**src/rtl/pbvo_pkg.sv**
```systemverilog
// Package for the PolyBLEP voice oscillator: widths, waveform codes,
// CORDIC arctangent table. No dependencies.
`default_nettype none
package pbvo_pkg;

    localparam int SampleBits = 16;
    localparam int PhaseBits  = 32;
    localparam int PhaseUp    = 32 - PhaseBits;
    localparam int OutShift   = 46 - SampleBits;

    localparam logic [16:0] OneQ15   = 17'd32768;
    localparam logic [15:0] GainSnap = 16'd4;
    localparam logic signed [32:0] CordicX0 = 33'sd652032874;
    localparam int CordicSteps = 16;
    localparam int DivSteps    = 15;

    typedef logic signed [19:0] t_wave;

    typedef enum logic [2:0] {
        WAVE_SINE     = 3'd0,
        WAVE_SQUARE   = 3'd1,
        WAVE_SAW      = 3'd2,
        WAVE_TRIANGLE = 3'd3,
        WAVE_NOISE    = 3'd4
    } t_wave_sel;

    typedef enum logic [2:0] {
        REG_WAVEFORM   = 3'd0,
        REG_PHASE_STEP = 3'd1,
        REG_VOLUME     = 3'd2,
        REG_PAN        = 3'd3,
        REG_RAMP_COEF  = 3'd4,
        REG_NOISE_SEED = 3'd5
    } t_reg_idx;

    function automatic logic signed [32:0] atan_turn(input logic [3:0] idx);
        logic signed [32:0] v;
        case (idx)
            4'd0:    v = 33'sd536870912;
            4'd1:    v = 33'sd316933406;
            4'd2:    v = 33'sd167458907;
            4'd3:    v = 33'sd85004756;
            4'd4:    v = 33'sd42667331;
            4'd5:    v = 33'sd21354465;
            4'd6:    v = 33'sd10679838;
            4'd7:    v = 33'sd5340245;
            4'd8:    v = 33'sd2670163;
            4'd9:    v = 33'sd1335087;
            4'd10:   v = 33'sd667544;
            4'd11:   v = 33'sd333772;
            4'd12:   v = 33'sd166886;
            4'd13:   v = 33'sd83443;
            4'd14:   v = 33'sd41722;
            default: v = 33'sd20861;
        endcase
        return v;
    endfunction

endpackage
`default_nettype wire

```
**src/rtl/pbvo_cordic.sv**
```systemverilog
// Iterative 16-step CORDIC sine, one rotation per cycle, phase in turns.
// Depends on pbvo_pkg.
`default_nettype none
module pbvo_cordic (
    input  wire logic        i_clk,
    input  wire logic        i_rst_n,
    input  wire logic        i_start,
    input  wire logic [31:0] i_phase,
    output pbvo_pkg::t_wave  o_sine,
    output logic             o_done
);
    import pbvo_pkg::*;

    logic signed [32:0] r_x, r_y, r_a;
    logic [3:0]         r_idx;
    logic               r_busy;
    logic               r_done;
    logic signed [32:0] n_a0, n_dx, n_dy, n_round;

    always_comb begin
        if (i_phase >= 32'h4000_0000 && i_phase < 32'hC000_0000) begin
            n_a0 = 33'sh0_8000_0000 - $signed({1'b0, i_phase});
        end else if (i_phase >= 32'hC000_0000) begin
            n_a0 = $signed({1'b1, i_phase});
        end else begin
            n_a0 = $signed({1'b0, i_phase});
        end
        n_dx    = r_y >>> r_idx;
        n_dy    = r_x >>> r_idx;
        n_round = (r_y + 33'sd16384) >>> 15;
    end

    always_ff @(posedge i_clk) begin
        if (!i_rst_n) begin
            r_busy <= 1'b0;
            r_done <= 1'b0;
        end else begin
            r_done <= 1'b0;
            if (i_start) begin
                r_x    <= CordicX0;
                r_y    <= '0;
                r_a    <= n_a0;
                r_idx  <= 4'd0;
                r_busy <= 1'b1;
            end else if (r_busy) begin
                if (!r_a[32]) begin
                    r_x <= r_x - n_dx;
                    r_y <= r_y + n_dy;
                    r_a <= r_a - atan_turn(r_idx);
                end else begin
                    r_x <= r_x + n_dx;
                    r_y <= r_y - n_dy;
                    r_a <= r_a + atan_turn(r_idx);
                end
                r_idx <= r_idx + 4'd1;
                if (r_idx == 4'(CordicSteps - 1)) begin
                    r_busy <= 1'b0;
                    r_done <= 1'b1;
                end
            end
        end
    end

    assign o_sine = t_wave'(n_round);
    assign o_done = r_done;
endmodule
`default_nettype wire

```
**config.mk**
```make
export PLATFORM = sky130hd
export DESIGN_NAME = pbvo_cordic
export DESIGN_NICKNAME = d
export VERILOG_FILES = /design/src/rtl/pbvo_pkg.sv /design/src/rtl/pbvo_cordic.sv
export SDC_FILE = /design/constraint.sdc
export NUM_CORES = 1
export LEC_CHECK = 0
export CAP_MARGIN = 20
export CORE_ASPECT_RATIO = 0.8
export CORE_MARGIN = 2
export CORE_UTILIZATION = 45
export DETAILED_ROUTE_END_ITERATION = 12
export DONT_BUFFER_PORTS = 1
export GPL_ROUTABILITY_DRIVEN = 0
export PLACE_DENSITY = 0.73
export SLEW_MARGIN = 20
export SYNTH_ARGS = -nofsm -noshare
export SYNTH_HDL_FRONTEND = slang
export SYNTH_SLANG_ARGS = --single-unit
```
**constraint.sdc**
```tcl
create_clock -name i_clk -period 5.7 [get_ports i_clk]
set_input_delay 0.855 -clock i_clk [delete_from_list [all_inputs] [get_ports i_clk]]
set_output_delay 0.855 -clock i_clk [all_outputs]
set_load 0.05 [all_outputs]
```
==> out/metrics.yaml, run 1 <==
outcome:
  run_status: "complete, no violations"
sta:
  period_minus_slack_ps: 5450
  period_share_pct: 95.7
  setup_viol: 0
  clock.fmax_mhz: 183
  tightest_slew_ps: 1120
  rsz0062_at_grt: "true"
  timing.final.ws_setup_ps: 246
  finClkSkew_ps: 18.2
  slew_violations: 0
  slew_headroom_pct: 24.7
  finalHoldViolCount: 0
route:
  wl_um: 48000
  drc: 0
  vias: 15548
  drt_iter0_markers: 1659
  drt.antenna.violating_nets: 0
  drtPass1Iterations: 7
  routedWlPerCell_um: 19.7
  avgViaCountPerCell: 6.38
global_routing:
  track_usage_pct: 24.6
  grt_max_degree: 122
  grt_pass1_wl_um: 76200
  overflow: 0
  antenna_found_initial: 0
  grt_pass1_vias: 14762
finish:
  drive_gt1_share_pct: 11.8
  final_cell_mix: "nand2_1, nor2_1, a21oi_1"
  nNetsFinal: 2091
  post-route-cell-area_mm2: 0.0179
  n_antenna_cell: 0
  mostFrequentLayoutCell: "nand2_1"
  syn2layout_area_growth_pct: 8.39
hold_path:
  min_path_cells: 2
  holdCritPathClass: "flop to flop"
synthesis:
  yosysWarningCount: 0
  yosysSeqAreaShare_pct: 22.6
  mappedNetlistArea_mm2: 0.0165
  yosys.cell_types.count: 80
  ys_ff_latch: 135
  syn_avg_cell_area_um2: 8.41
  async_flop_share_pct: 0
  ys.flop_type: "edfxtp_1"
  synthesis.instances: 1965
  synth_edf_count: 103
  syn-num-nets: 2113
die:
  io_pins: 56
  fp.dieH_um: 175
  start_util_pct: 45.8
  rows: 62
  die_w_um: 218
  dieArea_mm2: 0.0383
  coreArea_mm2: 0.0361
placement:
  post_dp_cell_area_mm2: 0.0171
  pre_cts_ws_ps: -40.1
  dp_hpwl_um: 35300
  port-buffer-count: 0
setup_path:
  crit_arrival_ps: 5690
  required_ps: 5930
  crit_fanout: 21
  cpMaxStageDelayCell: "mux4_2"
  crit_top_cell: "mux4_2"
  slowest_delay_ps: 560
  path_cells: "buf_4, clkbuf_16, mux4_2, mux4_2, nor2_1, o211a_1, nand4_2, nor3_4, a31oi_1, xnor2_1, ha_1, nand4_1, or2_2, nand2b_1, o311a_1, o21ai_2, a31oi_2, o2111ai_1, a21bo_1"
  start_kind: "flop"
  worstRegToRegCells: 19
  critPathCaptureType: "flop"
  critPathKind: "flop to flop"
clock_tree:
  clk_pin_slew_worst_paths_ps: 80
  clk-insertion-delay-late_ps: 470
  cts.sinks: 135
  cts_buffer_depth: 2
  cts_buffers: 17
  tritoncts: "done"
  cts.htree.levels: 4
  clockRootBuffer: "clkbuf_16"
power_and_ir_drop:
  vdd_drop_max_uv: 226
  powerDensity_mw_per_mm2: 455
  p_leak_uw: 0.00712
job:
  drv_cap: 0
## critical path, delay by kind of cell (launching register included)
kind / cells / cell delay (ps)
and+or+nand+nor: 6 / 1260
DFF: 1 / 420
buffers and inverters: 2 / 370
AOI/OAI and AO/OA: 7 / 1610
xor gates and xnor gates: 1 / 160
adders and majority gates: 1 / 310
muxes: 2 / 1100
## cells by family (layout without fill, tap and decap cells)
kind of cell / count (synthesis) / count (layout) / share of synthesized area [%]
AOI/OAI and AO/OA: 556 / 556 / 20.9
xor gates and xnor gates: 200 / 200 / 10.6
adders and majority gates: 113 / 113 / 8.70
buffers and inverters: 167 / 158 / 4.27
DFF: 135 / 135 / 22.6
muxes: 144 / 144 / 14.4
and+or+nand+nor: 650 / 650 / 18.6
## cell type report
| type | instances | area, µm² |
|---|---|---|
| repair buffers | 63 | 566 |
| fillers | 3329 | 18200 |
| clock inverters | 10 | 78.8 |
| inverters | 63 | 239 |
| multi-input cells | 1663 | 12200 |
| well taps | 480 | 601 |
| clock buffers | 22 | 508 |
| flip-flops and latches | 135 | 3730 |
## cell usage after synthesis (32+ instances only)
library cell	n	share of area, %
a21o_1	41	1.9
a21oi_1	181	5.5
a31oi_1	32	1.2
clkbuf_1	62	1.4
dfxtp_1	32	3.9
edfxtp_1	103	19
ha_1	110	8.3
inv_1	62	1.4
mux2i_1	48	2.9
mux4_2	63	8.6
nand2_1	204	4.6
nand3_1	41	1.2
nor2_1	188	4.3
nor3_1	50	1.5
o21ai_0	134	4.1
xnor2_1	112	5.9
xor2_1	88	4.7
## path summary, 6_finish.rpt
path / startpoint / endpoint / slack, ps
worst max-delay path: r_idx[0] / r_y[32] / 250
worst min-delay path: r_busy / o_done / 530
worst max register to register: r_idx[0] / r_y[32] / 250
worst min register to register: r_busy / o_done / 530
## report_power, final
| group | leakage, µW | internal (µW) | switching (µW) |
|---|---|---|---|
| Clock | 0.000294 | 642 | 506 |
| Combinational | 0.00558 | 2210 | 3010 |
| Sequential | 0.00125 | 1410 | 363 |
## metrics by stage
stage	power (µW)	std cells	setup TNS, ps	hold WS, ps	utilization (%)
global placement	6590	2398	0	509	47.5
global route	8700	2436	-75.4	584	49.6
floorplan	5580	1965	0	442	-
CTS	7930	2430	0	523	49.2
finish	8140	2436	0	531	49.6
detailed placement	6740	2398	-40.1	514	47.5
## repair_timing
item / CTS / global route
cloned: 0 / 2
endpoints found under the setup margin: 3 / 14
hold buffers: 0 / 0
setup buffers: 0 / 4
gates resized for setup: 3 / 24
pin swaps: 0 / 6
## routing by layer
metal  wire [µm]  part of all wire, %  vias to the layer above  GRT usage (%)
met4        1200                  2.5                        0           8.36
met3        4620                  9.6                      124           5.77
met5           0                    0                        -              0
met1       20400                   43                     7447           33.2
li1            -                    -                     7237              -
met2       21700                   45                      740           38.8
Note: power is estimated with default switching activity, not from simulation.
==> inputs of run 2 (changes only) <==
Settings changed: MAX_ROUTING_LAYER set to met4, PLACE_DENSITY 0.73 to 0.71.
Clock period 5.7 ns to 5.6 ns, I/O delays scaled along.
==> run 2 against run 1 <==
Via count up 0.34%. Total power up 2.0%. Count of clock-buffer cells in the layout down 4. Largest cell class unchanged. Non-clock buffer count up 15. Fmax down 0.61%. Register-to-register slack worse by 130 ps. First-iteration DRC count up 13%. Die area unchanged. Sequential cell count unchanged. Hold slack about the same. Clock power about the same. Critical endpoint is now r_x[28]. Routed wire length down 0.78%. Highest routed layer unchanged.
==> out/metrics.yaml, run 2 (synthesis gave the netlist of run 1 again) <==
global_routing:
  gr-usage-met2_pct: 38.5
  track_usage_pct: 25.4
  top_usage_layer: "met2"
  met3_usage_pct: 4.99
  grt_max_degree: 122
  antenna_found_initial: 0
  grt_pass1_wl_um: 76100
  overflow: 0
  grtUsageMet1_pct: 34.7
  grt_pass1_vias: 14631
setup_path:
  worst-path-buf-inv: 3
  critPathKind: "flop to flop"
  cpMaxStageDelayCell: "mux4_2"
  cp_top_family: "multiplexers"
  r2r-start: "r_idx[0]"
  required_ps: 5810
  slowest_delay_ps: 560
  crit_start: "r_idx[0]"
  r2r_slack_ps: 110
  crit_cells: 20
  crit_arrival_ps: 5700
  crit_fanout: 14
  start_kind: "flop"
  worstReg2RegEnd: "r_x[28]"
  endpoint: "r_x[28]"
  path_cells: "buf_12, buf_12, mux4_2, or2_0, mux4_2, nor3b_2, and3_1, a31oi_1, xnor2_2, ha_1, nand3_1, nor3_1, o21ai_0, a21boi_0, buf_4, a211o_1, a31oi_1, a21oi_1, o21ai_1, mux2_2"
  critPathCaptureType: "flop"
  worstRegToRegCells: 20
sta:
  slew_headroom_pct: 23.7
  period_share_pct: 98.0
  clock.fmax_mhz: 182
  tightest_slew_ps: 1140
  slew_violations: 0
  timing.final.ws_setup_ps: 112
  rsz0062_at_grt: "true"
  finalHoldViolCount: 0
  finClkSkew_ps: 17.5
  period_minus_slack_ps: 5490
  setup_viol: 0
clock_tree:
  clk_pin_slew_worst_paths_ps: 70
  cts.htree.levels: 4
  clk-insertion-delay-late_ps: 470
  tritoncts: "done"
  clockRootBuffer: "clkbuf_16"
  cts_buffer_depth: 2
  cts_buffers: 17
  cts.sinks: 135
power_and_ir_drop:
  p_leak_uw: 0.00718
  vdd_drop_max_uv: 259
  powerDensity_mw_per_mm2: 460
die:
  die_w_um: 218
  dieArea_mm2: 0.0383
  start_util_pct: 45.8
  fp.dieH_um: 175
  coreArea_mm2: 0.0361
  rows: 62
  io_pins: 56
route:
  drt_iter0_markers: 1871
  routedWlPerCell_um: 19.4
  avgViaCountPerCell: 6.37
  drt.antenna.violating_nets: 0
  wl_um: 47600
  vias: 15601
  drtPass1Iterations: 5
  drc: 0
placement:
  dp_hpwl_um: 35200
  port-buffer-count: 0
  pre_cts_ws_ps: -142
finish:
  mostFrequentLayoutCell: "nand2_1"
  drive_gt1_share_pct: 12.9
  nNetsFinal: 2106
  syn2layout_area_growth_pct: 9.17
  final_core_util_pct: 50.0
  final_cell_mix: "nand2_1, nor2_1, a21oi_1"
  fillCellCount: 3336
  n_antenna_cell: 0
outcome:
  run_status: "complete, no violations"
hold_path:
  holdCritPathClass: "flop to flop"
job:
  drv_cap: 0
==> run 2: changes by cell type in the layout (fill, tap and decap cells not counted), sizes merged <==
cell,change
inv,+3
clkinvlp,+1
clkbuf,-5
buf,+16
==> run 2: worst min-delay path by stage <==
stage | from | to | slack, ps | cells past startpoint
3_3_place_gp | r_busy | o_done | 510 | 2
2_1_floorplan | r_busy | o_done | 440 | 2
3_5_place_dp | r_busy | o_done | 510 | 2
4_1_cts | r_busy | o_done | 520 | 2
6_report | r_busy | o_done | 530 | 2
5_1_grt | i_rst_n | o_done | 560 | 2
==> run 2: metrics by stage <==
stage          cells  area [µm²]  hold WS, ps  total power (µW)  setup TNS [ps]
2_1_floorplan   1965       16500          442              5680               0
3_3_place_gp    2413       17300          505              6770               0
3_5_place_dp    2413       17300          509              6910            -248
4_1_cts         2445       17800          523              8100               0
5_1_grt         2451       18000          562              8890            -161
6_report        2451       18000          531              8300               0
==> run 2: final cells by class <==
cell class / count / area (µm²) / area share (%)
clock buffers: 18 / 450 / 2.50
clock inverters: 14 / 130 / 0.722
inverters: 63 / 241 / 1.34
multi-input cells: 1663 / 12200 / 67.6
flip-flops and latches: 135 / 3730 / 20.7
well taps: 480 / 601 / 3.33
repair buffers: 78 / 688 / 3.82
==> run 2: repair_timing <==
item                                    in CTS  in global routing
gates resized for setup                      3                 37
setup buffers                                0                  5
hold buffers                                 0                  0
gates cloned                                 0                  1
pin swaps                                    1                  8
endpoints found under the setup margin       5                 14
==> run 2: per-layer routing <==
metal  share of wire [%]  routed length [µm]
met2                  45               21500
met5                   0                   0
met3                 9.2                4360
met4                 1.7                 796
met1                  44               20900
==> run 2: power by group <==
| part | switching [µW] | internal [µW] | total (µW) |
|---|---|---|---|
| sequential | 354 | 1430 | 1790 |
| combinational | 3060 | 2300 | 5360 |
| clock | 535 | 612 | 1150 |
==> run 2: worst reg2reg max path, delay by kind of cell (launching register included) <==
| family | cells | cell delay, ps |
|---|---|---|
| xor gates and xnor gates | 1 | 210 |
| buffers and inverters | 3 | 510 |
| AOI/OAI and AO/OA | 7 | 1190 |
| adders and majority gates | 1 | 360 |
| and+or+nand+nor | 5 | 1110 |
| DFF | 1 | 400 |
| muxes | 3 | 1460 |
