File: config.mk
export PLATFORM = sky130hd
export DESIGN_NAME = pbvo_div
export DESIGN_NICKNAME = d
export VERILOG_FILES = /design/src/rtl/pbvo_pkg.sv /design/src/rtl/pbvo_div.sv
export SDC_FILE = /design/constraint.sdc
export NUM_CORES = 1
export LEC_CHECK = 0
export BUFFER_PORTS_ARGS = -buffer_cell sky130_fd_sc_hd__buf_2
export CAP_MARGIN = 15
export CELL_PAD_IN_SITES_DETAIL_PLACEMENT = 1
export CELL_PAD_IN_SITES_GLOBAL_PLACEMENT = 1
export CORE_UTILIZATION = 29
export CTS_CLUSTER_DIAMETER = 40
export DETAILED_ROUTE_END_ITERATION = 8
export PLACE_DENSITY = 0.55
export SYNTH_ARGS = -nofsm -noshare
export SYNTH_HDL_FRONTEND = slang
export SYNTH_SLANG_ARGS = --single-unit
File: constraint.sdc
create_clock -name i_clk -period 3.3 [get_ports i_clk]
set_input_delay 0.33 -clock i_clk [delete_from_list [all_inputs] [get_ports i_clk]]
set_output_delay 0.33 -clock i_clk [all_outputs]
set_load 0.01 [all_outputs]
File: src/rtl/pbvo_pkg.sv
// Package for the PolyBLEP voice oscillator: widths, waveform codes,
// CORDIC arctangent table. No dependencies.
`default_nettype none
package pbvo_pkg;

    localparam int SampleBits = 16;
    localparam int PhaseBits  = 32;
    localparam int PhaseUp    = 32 - PhaseBits;
    localparam int OutShift   = 46 - SampleBits;

    localparam logic [16:0] OneQ15   = 17'd32768;
    localparam logic [15:0] GainSnap = 16'd4;
    localparam logic signed [32:0] CordicX0 = 33'sd652032874;
    localparam int CordicSteps = 16;
    localparam int DivSteps    = 15;

    typedef logic signed [19:0] t_wave;

    typedef enum logic [2:0] {
        WAVE_SINE     = 3'd0,
        WAVE_SQUARE   = 3'd1,
        WAVE_SAW      = 3'd2,
        WAVE_TRIANGLE = 3'd3,
        WAVE_NOISE    = 3'd4
    } t_wave_sel;

    typedef enum logic [2:0] {
        REG_WAVEFORM   = 3'd0,
        REG_PHASE_STEP = 3'd1,
        REG_VOLUME     = 3'd2,
        REG_PAN        = 3'd3,
        REG_RAMP_COEF  = 3'd4,
        REG_NOISE_SEED = 3'd5
    } t_reg_idx;

    function automatic logic signed [32:0] atan_turn(input logic [3:0] idx);
        logic signed [32:0] v;
        case (idx)
            4'd0:    v = 33'sd536870912;
            4'd1:    v = 33'sd316933406;
            4'd2:    v = 33'sd167458907;
            4'd3:    v = 33'sd85004756;
            4'd4:    v = 33'sd42667331;
            4'd5:    v = 33'sd21354465;
            4'd6:    v = 33'sd10679838;
            4'd7:    v = 33'sd5340245;
            4'd8:    v = 33'sd2670163;
            4'd9:    v = 33'sd1335087;
            4'd10:   v = 33'sd667544;
            4'd11:   v = 33'sd333772;
            4'd12:   v = 33'sd166886;
            4'd13:   v = 33'sd83443;
            4'd14:   v = 33'sd41722;
            default: v = 33'sd20861;
        endcase
        return v;
    endfunction

endpackage
`default_nettype wire

File: src/rtl/pbvo_div.sv
// Restoring divider, one quotient bit per cycle, for the PolyBLEP fraction.
// Numerator is below denominator. Depends on pbvo_pkg.
`default_nettype none
module pbvo_div (
    input  wire logic        i_clk,
    input  wire logic        i_rst_n,
    input  wire logic        i_start,
    input  wire logic [31:0] i_num,
    input  wire logic [31:0] i_den,
    output logic [14:0]      o_quot,
    output logic             o_done
);
    import pbvo_pkg::*;

    logic [32:0] r_rem;
    logic [31:0] r_den;
    logic [14:0] r_quot;
    logic [3:0]  r_cnt;
    logic        r_busy;
    logic        r_done;
    logic [32:0] n_shift;
    logic        n_ge;

    always_comb begin
        n_shift = {r_rem[31:0], 1'b0};
        n_ge    = n_shift >= {1'b0, r_den};
    end

    always_ff @(posedge i_clk) begin
        if (!i_rst_n) begin
            r_busy <= 1'b0;
            r_done <= 1'b0;
        end else begin
            r_done <= 1'b0;
            if (i_start) begin
                r_rem  <= {1'b0, i_num};
                r_den  <= i_den;
                r_cnt  <= 4'd0;
                r_busy <= 1'b1;
            end else if (r_busy) begin
                r_rem  <= n_ge ? n_shift - {1'b0, r_den} : n_shift;
                r_quot <= {r_quot[13:0], n_ge};
                r_cnt  <= r_cnt + 4'd1;
                if (r_cnt == 4'(DivSteps - 1)) begin
                    r_busy <= 1'b0;
                    r_done <= 1'b1;
                end
            end
        end
    end

    assign o_quot = r_quot;
    assign o_done = r_done;
endmodule
`default_nettype wire

==> results of run 1 <==
cells by family after synthesis:
| logic type | count (synthesis) |
|---|---|
| XOR/XNOR | 30 |
| buffers and inverters | 56 |
| adder cells (fa/ha/maj) | 35 |
| AO/OA/AOI/OAI | 120 |
| multiplexers | 34 |
| flip-flops | 85 |
| AND/OR/NAND/NOR | 117 |
cell type report:
| type | instances | area, sq um |
|---|---|---|
| clock buffers | 9 | 225.2 |
| clock inverters | 7 | 61.31 |
| fillers | 1949 | 10880 |
| inverters | 42 | 170.2 |
| multi-input cells | 336 | 2603 |
| flip-flops and latches | 85 | 2532 |
| well taps | 225 | 281.5 |
| repair buffers | 121 | 710.7 |
| repair inverters | 2 | 17.52 |
Yosys cell counts (2+ instances only):
| cell | instances | area share (%) |
|---|---|---|
| a221o_1 | 4 | 0.76 |
| a21oi_1 | 43 | 4.1 |
| xnor2_1 | 21 | 3.5 |
| ha_1 | 34 | 8.1 |
| mux2_2 | 20 | 4.3 |
| mux2_4 | 10 | 2.9 |
| nand4_1 | 4 | 0.48 |
| a21o_1 | 14 | 2.0 |
| o31ai_1 | 5 | 0.72 |
| and2_1 | 3 | 0.36 |
| clkbuf_1 | 8 | 0.57 |
| mux2i_1 | 4 | 0.76 |
| and3_1 | 3 | 0.36 |
| nor2b_1 | 9 | 1.1 |
| buf_2 | 4 | 0.38 |
| nand3_1 | 6 | 0.57 |
| o21a_1 | 9 | 1.3 |
| o21bai_1 | 5 | 0.72 |
| nor4b_1 | 4 | 0.67 |
| nand2_1 | 34 | 2.4 |
| xor2_1 | 9 | 1.5 |
| nor3b_1 | 5 | 0.72 |
| a31oi_1 | 5 | 0.60 |
| a211oi_1 | 3 | 0.43 |
| or2_2 | 3 | 0.36 |
| o21ai_0 | 19 | 1.8 |
| nor2_1 | 27 | 1.9 |
| dfxtp_1 | 2 | 0.76 |
| o21ai_1 | 2 | 0.19 |
| edfxtp_1 | 83 | 47 |
| nor3_1 | 11 | 1.0 |
| or3_1 | 2 | 0.24 |
| inv_1 | 40 | 2.9 |
layer usage:
| layer | vias up | part of all wire, % | global-route usage [%] |
|---|---|---|---|
| met3 | 12 | 3.2 | 2.963 |
| met4 | 0 | 1.4 | 5.309 |
| li1 | 1978 | - | - |
| met5 | - | 0 | 0 |
| met1 | 1959 | 49 | 20.23 |
| met2 | 60 | 47 | 24.99 |
through the flow:
step | std cells | total power, mW | hold WS (ns) | setup slack, ns
global route | 827 | 3.605 | 0.1328 | 0.001873
CTS | 820 | 3.398 | 0.1330 | 0.01104
global placement | 804 | 2.379 | 0.4291 | 0.08085
detailed placement | 804 | 2.396 | 0.4312 | 0.03302
floorplan | 477 | 2.079 | 0.4289 | 0.03890
finish | 827 | 3.409 | 0.1483 | 0.1158
flip-flops by register name (all words and copies together) (netlist names):
signal / count
o_done: 1
o_quot: 15
r_busy: 1
r_cnt: 4
r_den: 32
r_rem: 32
worst min-delay path by stage:
stage	from	to	slack (ns)	depth (start not counted)
2_1_floorplan	i_den[0]	r_den[0]$_DFFE_PP_	0.43	0
3_3_place_gp	o_quot[3]$_DFFE_PP_	o_quot[4]$_DFFE_PP_	0.43	0
3_5_place_dp	o_quot[2]$_DFFE_PP_	o_quot[3]$_DFFE_PP_	0.43	0
4_1_cts	i_den[3]	r_den[3]$_DFFE_PP_	0.13	1
5_1_grt	i_den[13]	r_den[13]$_DFFE_PP_	0.13	1
6_report	i_den[13]	r_den[13]$_DFFE_PP_	0.15	1
worst register-to-register path: stages, from the launching register on:
cell and delay [ns]:
edfxtp_1 0.43, ha_4 0.26, a21o_1 0.22, a31oi_4 0.18, a211oi_2 0.09, or3b_4 0.40
o21a_1 0.19, o21a_4 0.23, nor2_8 0.24, clkinv_8 0.12, mux2_4 0.31, mux2_2 0.26
power by group through the flow:
stage	clock network [mW]	registers (mW)	logic, mW
after global placement	0	1.35	1.02
after global routing	1.05	1.35	1.21
final	0.978	1.34	1.09
after floorplan	0	1.35	0.732
after detailed placement	0	1.36	1.04
after CTS	1.02	1.34	1.05
what timing repair did:
item / 4_1_cts / 5_1_grt
resized for setup: 0 / 27
buffers inserted: 0 / 4
setup endpoints to repair: 0 / 25
hold endpoints to repair: 0 / 0
==> impl_metrics.env, run 1 <==
export IMPL_status="completed"
export IMPL_row_count=48
export IMPL_area_growth_pct=25.80
export IMPL_placed_area_sq_um=6126
export IMPL_die_height_microns=136.5
export IMPL_fmax_mhz=314.1
export IMPL_rsz0062_at_grt="no"
export IMPL_path_clk_slew_ns=0.07
export IMPL_num_vias=4009
export IMPL_seqPwrFrac_pct=39.2
export IMPL_finalCritPeriodShare_pct=96.49
export IMPL_syn_avg_cell_area_sq_um=11.00
export IMPL_clk_path_buf_depth=2
export IMPL_worst_slew_pin_slew_ns=0.4837
export IMPL_antennaDiodeCount=0
export IMPL_p_leak_nw=2.753
export IMPL_syn_area_sq_um=5248
export IMPL_clockRootBuffer="clkbuf_16"
export IMPL_synth_edff_count=83
export IMPL_setup_viol=0
export IMPL_cp_required_ns=3.40
export IMPL_cts_inserted_buffers=9
export IMPL_cpLargestDelayFamily="compound AO/OA/AOI/OAI gates"
export IMPL_grt_pass1_vias=4198
export IMPL_cp_start_kind="register"
export IMPL_path_cells="ha_4 > a21o_1 > a31oi_4 > a211oi_2 > or3b_4 > o21a_1 > o21a_4 > nor2_8 > clkinv_8 > mux2_4 > mux2_2"
export IMPL_grt_pass1_wl_microns=21710
export IMPL_p_per_area_nw_per_um2=516.4
export IMPL_muxShareOfSynthArea_pct=7.916
export IMPL_worstReg2RegStart="r_rem[3]$_DFFE_PP_"
export IMPL_utilization_pct=37.77
export IMPL_drtAntennaViolNets=0
export IMPL_syn_nets=579
export IMPL_ir_drop_uv=258.2
export IMPL_nets=699
export IMPL_final_max_slew_violation_count=0
export IMPL_hold_viol=0
export IMPL_slew_headroom_pct=67.76
export IMPL_arrival_ns=3.29
export IMPL_fp_dieW_microns=136.5
export IMPL_crit_fanout=6
export IMPL_p_sw_share_pct=31.09
export IMPL_clock_skew_ns=0.008086
export IMPL_synth_simple_gate_area_share_pct=11.33
export IMPL_grt_max_degree=33
export IMPL_yosys_area_share_adder_pct=8.488
export IMPL_synth_xor_xnor_area_share_pct=5.007
export IMPL_clock_power_share_pct=28.7
export IMPL_max_stage_delay_ns=0.43
export IMPL_r2r_end="r_rem[9]$_DFFE_PP_"
export IMPL_ys_types=55
export IMPL_async_flop_share_pct=0
export IMPL_yosysSeqAreaShare_pct=48.26
export IMPL_synth_compound_area_share_pct=14.64
export IMPL_r2r_cells=11
export IMPL_r2r_slack_ns=0.12
export IMPL_cp_end_kind="register"
export IMPL_p_sw_mw=1.060
export IMPL_synth_seq_cells=85
export IMPL_antenna_found_initial=0
export IMPL_drive_gt1_share_pct=32.89
export IMPL_drcViolationCount=0
export IMPL_synth_cells=477
export IMPL_clock_sinks=85
export IMPL_startpoint="r_rem[3]$_DFFE_PP_"
export IMPL_ys_warn_count=0
export IMPL_endpoint="r_rem[9]$_DFFE_PP_"
export IMPL_crit_type="register to register"
export IMPL_final_common_cell="edfxtp_1"
export IMPL_grt_usage_pct=15.34
export IMPL_clk_latency_ns=0.35
export IMPL_fin_crit_ns=3.184
export IMPL_wl_per_cell_microns=16.87
export IMPL_synthFlopType="edfxtp_1"
export IMPL_drtIter0Drc=157
export IMPL_p_comb_share_pct=32.1
export IMPL_postLayoutCellArea_sq_um=6601
export IMPL_routed_wl_microns=13950
export IMPL_internal_power_mw=2.349
export IMPL_final_cell_mix="83 x edfxtp_1, 82 x buf_2, 43 x a21oi_1"
export IMPL_cp_buffers_inverters=1
export IMPL_synth_top_family_by_area="compound AO/OA/AOI/OAI gates"
export IMPL_boundaryPins=83
export IMPL_initial_core_util_pct=30.03
export IMPL_firstDrtPassIters=4
export IMPL_holdBufCountCts=0
export IMPL_finalSetupTns_ns=0
export IMPL_viasPerCell=4.848
export IMPL_die_area_sq_um=18640
export IMPL_htreeDepth=3
export IMPL_cts_tree="done"
export IMPL_hpwlAfterDp_microns=10410
export IMPL_maxCapViolCount=0
export IMPL_grt_overflow_total=0
export IMPL_hp_class="input pin to register"
export IMPL_routabilityCongestion=0.8147
export IMPL_slowest_stage="edfxtp_1"
export IMPL_cp_depth=11
export IMPL_core_sq_um=17480
export IMPL_io_buffer_count=82
No activity file was read; power rests on OpenSTA's default activity.
==> run 2: changes to the inputs <==
--- a/config.mk
+++ b/config.mk
@@ -5,6 +5,7 @@
 export SDC_FILE = /design/constraint.sdc
 export NUM_CORES = 1
 export LEC_CHECK = 0
+export ABC_AREA = 1
 export BUFFER_PORTS_ARGS = -buffer_cell sky130_fd_sc_hd__buf_2
 export CAP_MARGIN = 15
 export CELL_PAD_IN_SITES_DETAIL_PLACEMENT = 1
@@ -12,7 +13,7 @@
 export CORE_UTILIZATION = 29
 export CTS_CLUSTER_DIAMETER = 40
 export DETAILED_ROUTE_END_ITERATION = 8
-export PLACE_DENSITY = 0.55
+export PLACE_DENSITY = 0.58
 export SYNTH_ARGS = -nofsm -noshare
 export SYNTH_HDL_FRONTEND = slang
 export SYNTH_SLANG_ARGS = --single-unit
==> run 2 against run 1 <==
Critical path depth rose by 5. Sequential power barely moved. Clock skew rose by 0.0053 ns. Non-clock buffer count fell by 30. Clock-buffer cell count rose by 2. Synthesized cell count rose by 79%. Critical path type unchanged. Critical endpoint is now r_rem[31]$_DFFE_PP_. Largest cell class unchanged.
==> impl_metrics.env, run 2 <==
export IMPL_grt_pass1_wl_microns=29240
export IMPL_synth_top_family_by_area="simple AND/OR/NAND/NOR gates"
export IMPL_finalCritPeriodShare_pct=81.78
export IMPL_highest_layer="met4"
export IMPL_grt_overflow_total=0
export IMPL_cts_tree="done"
export IMPL_die_area_sq_um=22160
export IMPL_hold_viol=0
export IMPL_clock_sinks=85
export IMPL_ys_warn_count=0
export IMPL_final_cell_mix="332 x nand2_1, 162 x inv_1, 83 x edfxtp_1"
export IMPL_max_stage_delay_ns=0.40
export IMPL_fp_dieW_microns=148.9
export IMPL_yosys_top_cells_count="332 x nand2_1, 162 x inv_1, 83 x edfxtp_1"
export IMPL_ys_types=33
export IMPL_multi_input_area_sq_um=2979
export IMPL_cp_required_ns=3.42
export IMPL_maxCapViolCount=0
export IMPL_cp_start_kind="register"
export IMPL_synth_seq_cells=85
export IMPL_initial_core_util_pct=29.67
export IMPL_yosys_area_share_adder_pct=7.120
export IMPL_syn_area_sq_um=6256
export IMPL_die_height_microns=148.9
export IMPL_synth_xor_xnor_area_share_pct=2.240
export IMPL_arrival_ns=2.82
export IMPL_clockRootBuffer="clkbuf_16"
export IMPL_yosysSeqAreaShare_pct=40.48
export IMPL_synth_cells=856
export IMPL_io_buffer_count=82
export IMPL_crit_type="register to register"
export IMPL_cp_end_kind="register"
export IMPL_synth_compound_area_share_pct=2.500
export IMPL_dr_wl_met3_microns=409
export IMPL_drtAntennaViolNets=0
export IMPL_crit_fanout=21
export IMPL_final_max_slew_violation_count=0
export IMPL_htreeDepth=3
export IMPL_clk_path_buf_depth=2
export IMPL_slowest_stage="edfxtp_1"
export IMPL_drive_gt1_share_pct=14.15
export IMPL_firstDrtPassIters=4
export IMPL_netlist_area_leader_share_pct=39.84
export IMPL_drtIter0Drc=221
export IMPL_path_cells="ha_1 > nand2_1 > inv_1 > nand2_1 > nand2_1 > nand2_1 > nand3_2 > nand2_1 > nand2_2 > nand2_4 > buf_4 > nand3_1 > nand2_1 > inv_1 > nand2_1 > nand2_1"
export IMPL_slew_headroom_pct=63.03
export IMPL_hpwlAfterDp_microns=14370
export IMPL_boundaryPins=83
export IMPL_path_clk_slew_ns=0.07
export IMPL_drcViolationCount=0
export IMPL_clk_latency_ns=0.36
export IMPL_worst_slew_pin_slew_ns=0.5546
export IMPL_syn_avg_cell_area_sq_um=7.308
export IMPL_row_count=53
export IMPL_p_per_area_nw_per_um2=506.7
export IMPL_antennaDiodeCount=0
export IMPL_yosys_cell_count_top_type="nand2_1"
export IMPL_viasPerCell=4.451
export IMPL_fmax_mhz=370.6
export IMPL_synth_top_cell_by_area="edfxtp_1"
export IMPL_muxShareOfSynthArea_pct=0
export IMPL_utilization_pct=34.53
export IMPL_cts_inserted_buffers=9
export IMPL_area_growth_pct=16.40
export IMPL_grt_usage_pct=17.17
export IMPL_ir_drop_uv=227.6
export IMPL_status="completed"
export IMPL_holdBufCountCts=0
export IMPL_num_vias=5439
export IMPL_clock_skew_ns=0.01342
export IMPL_final_seq_area_sq_um=2532
export IMPL_routed_wl_microns=17940
export IMPL_syn_nets=958
export IMPL_final_common_cell="nand2_1"
export IMPL_rsz0062_at_grt="no"
export IMPL_synth_simple_gate_area_share_pct=35.76
export IMPL_synthFlopType="edfxtp_1"
export IMPL_fillCellCount=2698
export IMPL_core_sq_um=21090
export IMPL_cts_resized_gates=0
export IMPL_p_leak_nw=3.764
export IMPL_wl_per_cell_microns=14.68
export IMPL_routabilityCongestion=0.8870
export IMPL_post_cts_buffers=0
export IMPL_grt_max_degree=38
export IMPL_grt_pass1_vias=5535
export IMPL_ys_top_cells_by_area="edfxtp_1 40%, nand2_1 20%, inv_1 9.7%, ha_1 6.8%, nand3_1 5.3%"
export IMPL_wl_met1_microns=9030
export IMPL_hp_class="input pin to register"
export IMPL_antenna_found_initial=0
export IMPL_route_met2_wl_microns=8290
export IMPL_async_flop_share_pct=0
export IMPL_finalSetupTns_ns=0
export IMPL_fin_crit_ns=2.699
export IMPL_synth_edff_count=83
export IMPL_crit_top_cell="nand2_1"
export IMPL_nets=1044
export IMPL_setup_viol=0
## run 2: changes by cell type after synthesis, moves of 8 or more
cell | previous run | this run
o21ai_0 | 19 | 2
nand3b_1 | 1 | 25
nor3_1 | 11 | 3
nor2b_1 | 9 | 0
nand3_1 | 6 | 66
inv_1 | 40 | 162
mux2_4 | 10 | 0
a21oi_1 | 43 | 17
mux2_2 | 20 | 0
a21o_1 | 14 | 0
nor2_1 | 27 | 48
nand2_1 | 34 | 332
## run 2: critical path: cells and delay by family, from the launching register on
kind	cells	cell delay [ns]
and+or+nand+nor	12	1.26
DFF	1	0.40
adders and majority gates	1	0.38
buffers and inverters	3	0.40
## run 2: cell families (layout without fill, tap and decap cells)
kind of cell,Yosys count,count (layout)
compound gates,27,27
buf+inv,184,275
simple gates,509,509
xor+xnor,16,16
fa+ha+maj,35,35
flops,85,85
## run 2: per-layer routing
| layer | vias to the layer above | GRT usage, % |
|---|---|---|
| met2 | 55 | 28.60 |
| met4 | 0 | 4.847 |
| met1 | 2535 | 23.10 |
| met5 | - | 0 |
| met3 | 13 | 2.416 |
| li1 | 2836 | - |
## run 2: per-stage QoR
step | worst slack [ns] | hold slack, ns | power (mW) | instance area, sq um | cells
after floorplan | 1.234 | 0.4289 | 2.274 | 6256 | 856
after global placement | 0.6180 | 0.4229 | 2.607 | 6964 | 1206
after detailed placement | 0.5953 | 0.4304 | 2.621 | 6964 | 1206
after CTS | 0.5786 | 0.1252 | 3.756 | 7282 | 1222
after global routing | 0.3308 | 0.1245 | 3.964 | 7282 | 1222
final | 0.6014 | 0.1379 | 3.690 | 7282 | 1222
## run 2: report_power, final
group          switching (mW)  leakage [nW]  internal (mW)  total [mW]
sequential             0.0414         0.803           1.31        1.35
combinational           0.793          2.80          0.436        1.23
clock                   0.475         0.157          0.637        1.11
total                    1.31          3.76           2.38        3.69
## run 2: worst paths after layout
| check | from | end | slack [ns] | cells after the start |
|---|---|---|---|---|
| worst max register to register | r_rem[2]$_DFFE_PP_ | r_rem[31]$_DFFE_PP_ | 0.60 | 16 |
| worst min register to register | o_quot[10]$_DFFE_PP_ | o_quot[11]$_DFFE_PP_ | 0.44 | 0 |
| worst max-delay path | r_rem[2]$_DFFE_PP_ | r_rem[31]$_DFFE_PP_ | 0.60 | 16 |
| worst min-delay path | i_den[2] | r_den[2]$_DFFE_PP_ | 0.14 | 1 |
## run 2: final cells by class
class                           count  area share (%)
Multi-Input combinational cell    587           40.91
Sequential cell                    85           34.78
Inverter                          168           8.660
Timing Repair Buffer               91           6.564
Tap cell                          275           4.725
Clock buffer                       11           3.471
Clock inverter                      5          0.8935
==> run 3: changes to the inputs <==
==> constraint.sdc (replaced) <==
create_clock -name i_clk -period 2.3 [get_ports i_clk]
set_input_delay 0.23 -clock i_clk [delete_from_list [all_inputs] [get_ports i_clk]]
set_output_delay 0.23 -clock i_clk [all_outputs]
set_load 0.01 [all_outputs]
==> run 3 against run 2 <==
Register-to-register slack worse by 0.58 ns. First-iteration DRC count up 10%. Global-route usage up 1.3 points. Die area unchanged. Via count up 9.2%. Sequential cell count unchanged. Critical endpoint is now r_rem[5]$_DFFE_PP_. Highest routed layer unchanged.
==> impl_metrics.env, run 3 (synthesis results as in run 2) <==
export IMPL_worst_slew_pin_slew_ns=0.6875
export IMPL_clockRootBuffer="clkbuf_16"
export IMPL_cp_start_kind="register"
export IMPL_r2r_slack_ns=0.02
export IMPL_status="completed"
export IMPL_setup_viol=0
export IMPL_rsz0062_at_grt="yes"
export IMPL_cts_inserted_buffers=9
export IMPL_maxCapViolCount=0
export IMPL_wl_per_cell_microns=15.56
export IMPL_crit_type="register to register"
export IMPL_cts_tree="done"
export IMPL_drive_gt1_share_pct=34.06
export IMPL_core_sq_um=21090
export IMPL_grt_usage_pct=18.44
export IMPL_final_max_slew_violation_count=0
export IMPL_grt_pass1_vias=6061
export IMPL_boundaryPins=83
export IMPL_row_count=53
export IMPL_ir_drop_uv=319.6
export IMPL_r2r_cells=14
export IMPL_crit_fanout=8
export IMPL_final_common_cell="nand2_1"
export IMPL_startpoint="r_rem[21]$_DFFE_PP_"
export IMPL_drtIter0Drc=243
export IMPL_arrival_ns=2.40
export IMPL_antenna_found_initial=0
export IMPL_clk_latency_ns=0.36
export IMPL_cp_end_kind="register"
export IMPL_grt_pass1_wl_microns=31160
export IMPL_finalCritPeriodShare_pct=99.27
export IMPL_final_cell_mix="287 x nand2_1, 158 x inv_1, 94 x buf_4"
export IMPL_viasPerCell=4.479
export IMPL_fp_dieW_microns=148.9
export IMPL_hold_viol=0
export IMPL_p_per_area_nw_per_um2=696.8
export IMPL_fmax_mhz=438.0
export IMPL_utilization_pct=42.68
export IMPL_clock_sinks=85
export IMPL_hp_class="input pin to register"
export IMPL_max_stage_delay_ns=0.44
export IMPL_clk_path_buf_depth=2
export IMPL_firstDrtPassIters=4
export IMPL_antennaDiodeCount=0
export IMPL_path_clk_slew_ns=0.08
export IMPL_die_area_sq_um=22160
export IMPL_cp_required_ns=2.41
export IMPL_worstReg2RegStart="r_rem[21]$_DFFE_PP_"
export IMPL_fillCellCount=2610
export IMPL_hpwlAfterDp_microns=14760
export IMPL_routabilityCongestion=0.8471
export IMPL_slew_headroom_pct=54.12
export IMPL_area_growth_pct=43.88
export IMPL_io_buffer_count=82
export IMPL_path_cells="ha_4 > buf_6 > nand2_2 > nor2_4 > nand2_2 > nor2_4 > nand2_2 > nor2_4 > nor2_4 > buf_12 > nand2_8 > nand2_1 > nand3_1 > nand2_1"
export IMPL_r2r_end="r_rem[5]$_DFFE_PP_"
export IMPL_p_leak_nw=4.443
export IMPL_grt_overflow_total=0
export IMPL_holdBufCountCts=0
export IMPL_routed_wl_microns=20630
export IMPL_slowest_stage="edfxtp_1"
export IMPL_drcViolationCount=0
export IMPL_clock_skew_ns=0.01436
export IMPL_htreeDepth=3
export IMPL_finalSetupTns_ns=0
export IMPL_fin_crit_ns=2.283
export IMPL_nets=1148
export IMPL_initial_core_util_pct=29.67
export IMPL_grt_max_degree=38
export IMPL_num_vias=5939
export IMPL_die_height_microns=148.9
export IMPL_crit_top_cell="nor2_4"
export IMPL_endpoint="r_rem[5]$_DFFE_PP_"
export IMPL_drtAntennaViolNets=0
[run 3: cell count changes in the layout (fill, tap and decap cells not counted), sizes merged]
cell,delta
clkinvlp,+1
buf,+97
clkinv,-2
inv,+3
nand2,+5
[run 3: metrics by stage]
stage / setup slack (ns) / instance area, sq um / instances / power, mW / hold WS (ns)
2_1_floorplan: 0.2344 / 6256 / 856 / 3.262 / 0.3289
3_3_place_gp: -0.1735 / 7585 / 1287 / 4.081 / 0.4075
3_5_place_dp: -0.2015 / 7585 / 1287 / 4.111 / 0.4083
4_1_cts: -0.01976 / 8273 / 1312 / 5.937 / 0.02176
5_1_grt: -0.09021 / 9001 / 1326 / 6.686 / 0.02276
6_report: 0.01688 / 9001 / 1326 / 6.272 / 0.03561
[run 3: power breakdown]
part	total (mW)	leakage, nW	switching [mW]	internal (mW)
Combinational	2.72	3.49	1.50	1.22
Sequential	1.96	0.803	0.0868	1.88
Clock	1.59	0.151	0.715	0.870
Total	6.27	4.44	2.30	3.97
[run 3: per-layer routing]
| metal | global-route usage [%] | part of all wire, % | up-vias |
|---|---|---|---|
| li1 | - | - | 3055 |
| met1 | 24.54 | 49 | 2789 |
| met2 | 31.24 | 48 | 81 |
| met3 | 2.477 | 2.4 | 14 |
| met4 | 4.898 | 1.2 | 0 |
| met5 | 0 | 0 | - |
[run 3: how the worst min path moves through the flow]
stage	cells after the start	slack, ns	from	to
6_report	1	0.04	i_den[31]	r_den[31]$_DFFE_PP_
5_1_grt	1	0.02	i_den[28]	r_den[28]$_DFFE_PP_
4_1_cts	1	0.02	i_den[30]	r_den[30]$_DFFE_PP_
3_5_place_dp	1	0.41	i_den[18]	r_den[18]$_DFFE_PP_
3_3_place_gp	1	0.41	i_den[29]	r_den[29]$_DFFE_PP_
2_1_floorplan	0	0.33	i_den[0]	r_den[0]$_DFFE_PP_
[run 3: area by class of cell]
class / count / area (sq um) / share of cell area (%)
clock inverter: 7 / 86.33 / 0.9591
sequential: 85 / 2532 / 28.13
clock buffer: 9 / 225.2 / 2.502
inverter: 168 / 630.6 / 7.006
tap: 275 / 344.1 / 3.823
timing repair buffer: 190 / 1370 / 15.22
multi-input combinational: 592 / 3812 / 42.35
[run 3: critical path: cells and delay by family (launching register included)]
kind	cells	cell delay, ns
adders and majority gates	1	0.30
and+or+nand+nor	11	1.02
buffers and inverters	2	0.28
DFF	1	0.44
[run 3: timing repair]
| item | in CTS | in global routing |
|---|---|---|
| hold endpoints to repair | 0 | 0 |
| resized for setup | 45 | 124 |
| pin swaps | 8 | 45 |
| endpoints found under the setup margin | 32 | 33 |
| cloned | 4 | 4 |
| setup buffers | 5 | 10 |
